===== src/sv/obdt_pkg.sv =====
// ---------------------------------------------------------------------------
// obdt_pkg
// Shared types and constants of the order book depth tracker.
// ---------------------------------------------------------------------------
package obdt_pkg;

  localparam int PriceW = 31;
  localparam int QtyW   = 32;
  localparam int DepthW = 4;
  localparam int RowW   = 5;

  localparam logic CMD_SNAP  = 1'b0;
  localparam logic CMD_TRADE = 1'b1;

  typedef enum logic [2:0] {
    ST_IDLE,
    ST_ALIGN,
    ST_LOWER,
    ST_DUMP
  } obdt_state_t;

  // commands from controller to datapath
  typedef struct packed {
    logic stage_wr;   // store snapshot level in the staging book
    logic commit;     // compute changes and copy staging into the book
    logic trade_pre;  // clear changes, set best prices before any snapshot
    logic align;      // shift both sides toward the tick's best prices
    logic lower;      // lower quantities at the traded price
    logic dump_start; // reset the row counter
    logic dump_step;  // present one row and advance
  } obdt_cmd_t;

  // status from datapath to controller
  typedef struct packed {
    logic seen;       // a snapshot has been committed
    logic dump_last;  // the row counter is on the final row
  } obdt_stat_t;

endpackage


===== src/sv/obdt_ctrl.sv =====
// ---------------------------------------------------------------------------
// obdt_ctrl
// Sequencer: decodes an item and steps the datapath through its phases.
// ---------------------------------------------------------------------------
module obdt_ctrl (
  input  logic                clk,
  input  logic                rst_n,
  input  logic                start,
  input  logic                in_cmd,
  input  logic                in_last_level,
  input  obdt_pkg::obdt_stat_t stat,
  output logic                busy,
  output obdt_pkg::obdt_cmd_t cmd
);
  import obdt_pkg::*;

  obdt_state_t state_r, state_nxt;

  // state register
  always_ff @(posedge clk) begin
    if (!rst_n) begin
      state_r <= ST_IDLE;
    end else begin
      state_r <= state_nxt;
    end
  end

  // next state and commands
  always_comb begin
    state_nxt = state_r;
    cmd       = '0;
    busy      = (state_r != ST_IDLE);
    case (state_r)
      ST_IDLE: begin
        if (start) begin
          if (in_cmd == CMD_SNAP) begin
            cmd.stage_wr = 1'b1;
            if (in_last_level) begin
              cmd.commit     = 1'b1;
              cmd.dump_start = 1'b1;
              state_nxt      = ST_DUMP;
            end
          end else begin
            cmd.trade_pre  = 1'b1;
            cmd.dump_start = 1'b1;
            state_nxt      = stat.seen ? ST_ALIGN : ST_DUMP;
          end
        end
      end
      ST_ALIGN: begin
        cmd.align = 1'b1;
        state_nxt = ST_LOWER;
      end
      ST_LOWER: begin
        cmd.lower = 1'b1;
        state_nxt = ST_DUMP;
      end
      ST_DUMP: begin
        cmd.dump_step = 1'b1;
        if (stat.dump_last) begin
          state_nxt = ST_IDLE;
        end
      end
      default: begin
        state_nxt = ST_IDLE;
      end
    endcase
  end

endmodule


===== config.mk =====
export PLATFORM = sky130hd
export DESIGN_NAME = obdt_ctrl
export DESIGN_NICKNAME = d
export VERILOG_FILES = /design/src/sv/obdt_pkg.sv /design/src/sv/obdt_ctrl.sv
export SDC_FILE = /design/constraint.sdc
export NUM_CORES = 1
export LEC_CHECK = 0
export ABC_AREA = 1
export BUFFER_PORTS_ARGS = -buffer_cell sky130_fd_sc_hd__buf_2
export CAP_MARGIN = 30
export CORE_AREA = 2 2 39 41
export DETAILED_ROUTE_END_ITERATION = 12
export DIE_AREA = 0 0 41 43
export SETUP_SLACK_MARGIN = 0.15
export SLEW_MARGIN = 40
export SYNTH_ARGS = -nofsm -noshare
export SYNTH_HDL_FRONTEND = slang
export SYNTH_SLANG_ARGS = --single-unit

===== constraint.sdc =====
create_clock -name clk -period 1.2 [get_ports clk]
set_input_delay 0.12 -clock clk [delete_from_list [all_inputs] [get_ports clk]]
set_output_delay 0.12 -clock clk [all_outputs]
set_load 0.05 [all_outputs]

==> results.md <==
- Logic gate share of total power: 84.2%
- Xor and xnor area share after synthesis: 0%
- Mapped cell area: 270 um2
- Largest register FFs: 2
- Final core utilization: 46.1%
- Y dimension of the die: 43 um
- DRC: 0
- Adder-cell area share of the yosys netlist: 27.8%
- Worst Path Required: 1080 ps
- Tot Pwr: 1.81 mW
- Tightest Pin Transition: 224 ps
- Most numerous cell in the Yosys netlist: inv_1
- Slew Limit Headroom: 85.1%
- Mean Syn Cell Area: 6.43 um2
- Yosys top cell area share: 27.8%
- Startpoint type of the worst setup path: flop
- Clock power frac: 8.4%
- CP endpoint: cmd[5]
- Worst-case vdd ir drop: 0.00129 V
- WL/cell: 8.48 um
- Routed Wire Length: 695 um
- Layout Area Growth over Synthesis: 136%
- Post-synth EDFFs: 0
- Status: finished with violations
- Violated checks: setup timing
- CTS sink cnt: 2
- Fillers: 141
- Final min period: 1320 ps
- Largest net degree at the start of global routing: 6
- CTS tree: built
- Total global routing overflow: 0
- Register-to-Register Path Depth: 8
- Biggest regs: state_r (2)
- Main synth FF type: dfxtp_1
- Num CTS Buffers: 3
- Flops & latches, synth: 2
- RR Endpoint: state_r[0]
- Global-route wire length before repair: 1010 um
- Leak Pwr: 0.307 nW
- Switching pwr: 918 uW
- Yosys top cell by area: ha_1
- Core footprint: 1380 um2
- Worst R2R Setup Slack: 70 ps
- Htree depth: 1
- Post-synthesis sequential area ratio: 14.8%
- CP max FO: 4
- Slew Viols, Final: 0
- Port Buffers: 14
- CP startpoint: state_r[1]
- CP Buf/Inv Count: 2
- Sw frac: 50.7%
- Sequential Power Share: 7.5%
- Simple-gate share of the synthesized area: 33.8%
- Synth cell types: 13
- Final net count: 81
- YS warnings: 0
- # rows: 14
- Clk slew on worst S/H paths: 30 ps
- Clock root buffer: clkbuf_4
- CP Class: reg -> out
- IO Pins: 15
- Post-cts hold buffer count: 0
- Fin crit share: 110%
- Fmax: 0.760 GHz
- PnR worst setup slack: -116 ps
- Share of cells above drive strength 1: 80.3%
- Main combinational cell family by area after synthesis: simple AND/OR/NAND/NOR gates
- Total stage count of the critical path: 5
- Skew final: 2.76 ps
- Max-cap violations: 0
- Initial antenna violation count: 0
- Commonest cells post-synth: inv_1 (10), nand2_1 (9), ha_1 (6)
- Largest Register: state_r
- Final setup fails: 6
- Synth Area in Compound Gates: 8.33%
- Post-synthesis mux area share: 0%
- Max incr delay on CP: 320 ps
- Die W: 41 um
- Synthesized instance count: 42
- DR vias: 322
- Cell family with most CP delay: flip-flops
- Pwr dens: 2840 nW/um2
- Worst reg2reg path startpoint: state_r[0]
- Vias per cell: 3.93
- Syn nets: 55
- Non-filler cells, final: 82
- Initial Util: 19.5%
- Antenna Nets Post-Route: 0
- Worst-Skew Late Latency: 230 ps
- FFs w/ async S/R, synth: 0%
- # placed instances: 75
- Final HPWL DP: 541 um
- Slowest CP cell: dfxtp_2
- CTS max path bufs: 2
- Area contributors post-synth: ha_1 (28%), dfxtp_1 (15%), inv_1 (14%)
- Worst Hold Class: in -> reg
- Hold Violations, Final: 0
- GP Congestion: 0.724
- CP cell instances: inv_4 > ha_4 > nand2_8 > nor3_4 > buf_6
- DR iter-0 viols: 1
- Diodes inserted: 0
- Die area: 1760 um2
- RSZ-0062 raised after global routing: true
- Cell Int Power: 891 uW
- CP arrival: 1200 ps
- Setup crit end kind: output pin
- Total GRT Usage: 8.84%
- DRT Pass-1 Iters: 3
- Number of global-route vias before repair: 290
## cells by family after synthesis
group | after synthesis
compound gates | 3
simple gates | 20
fa+ha+maj | 6
flops | 2
buf+inv | 11
## layout make-up
| cell class | count | area (um2) | share of cell area [%] |
|---|---|---|---|
| clock buffer | 3 | 22.5 | 3.53 |
| sequential | 2 | 42.5 | 6.67 |
| inverter | 11 | 50.0 | 7.84 |
| tap | 16 | 20.0 | 3.14 |
| timing repair buffer | 21 | 195 | 30.6 |
| multi-input combinational | 29 | 308 | 48.2 |
## power groups by stage
stage,Combinational [mW],Sequential (mW),Clock (mW)
after detailed placement,1.10,0.124,0
after global placement,1.09,0.124,0
final,1.52,0.135,0.151
after CTS,1.34,0.129,0.163
after floorplan,0.858,0.145,0
after global routing,1.65,0.140,0.168
## through the flow
stage / cell area (um2) / setup slack (ps) / TNS (ps) / hold WS [ps]
6_report: 638 / -116 / -330 / 158
5_1_grt: 638 / -182 / -716 / 180
4_1_cts: 566 / -144 / -403 / 140
3_5_place_dp: 457 / -14.2 / -14.2 / 379
3_3_place_gp: 457 / 19.8 / 0 / 376
2_1_floorplan: 344 / -48.7 / -48.7 / 253
## metal layers
layer	share of wire, %	global-route usage [%]	wire (um)
met1	37	8.04	255
met2	59	15.9	413
met3	3.7	0	26
met4	0	8.00	0
met5	0	0	0
## timing repair
action	4_1_cts	5_1_grt
setup buffers	1	3
pin swaps	4	3
resized for setup	23	13
setup endpoints to repair	10	10
## worst min-delay path, cell delays in order
cell and delay, ps:
buf_2 70, inv_1 50, a21oi_2 100
## how the worst min path moves through the flow
stage | from | to | slack (ps) | depth (start not counted)
floorplan | rst_n | state_r[1] | 250 | 2
finish | rst_n | state_r[0] | 160 | 3
global route | rst_n | state_r[0] | 180 | 3
CTS | rst_n | state_r[1] | 140 | 3
detailed placement | rst_n | state_r[1] | 380 | 3
global placement | rst_n | state_r[1] | 380 | 3
## cell usage in the layout (no fill, tap or decap), types with 2 or more instances in the layout
master	count
nor2_2	4
clkbuf_4	3
buf_6	4
nor2_4	3
buf_2	6
nand2_1	5
buf_8	5
a21oi_2	3
inv_1	7
inv_4	2
ha_2	2
nand2_2	3
nand3_2	2
dfxtp_2	2
buf_4	6
ha_4	3
No activity file was read; power rests on OpenSTA's default activity.
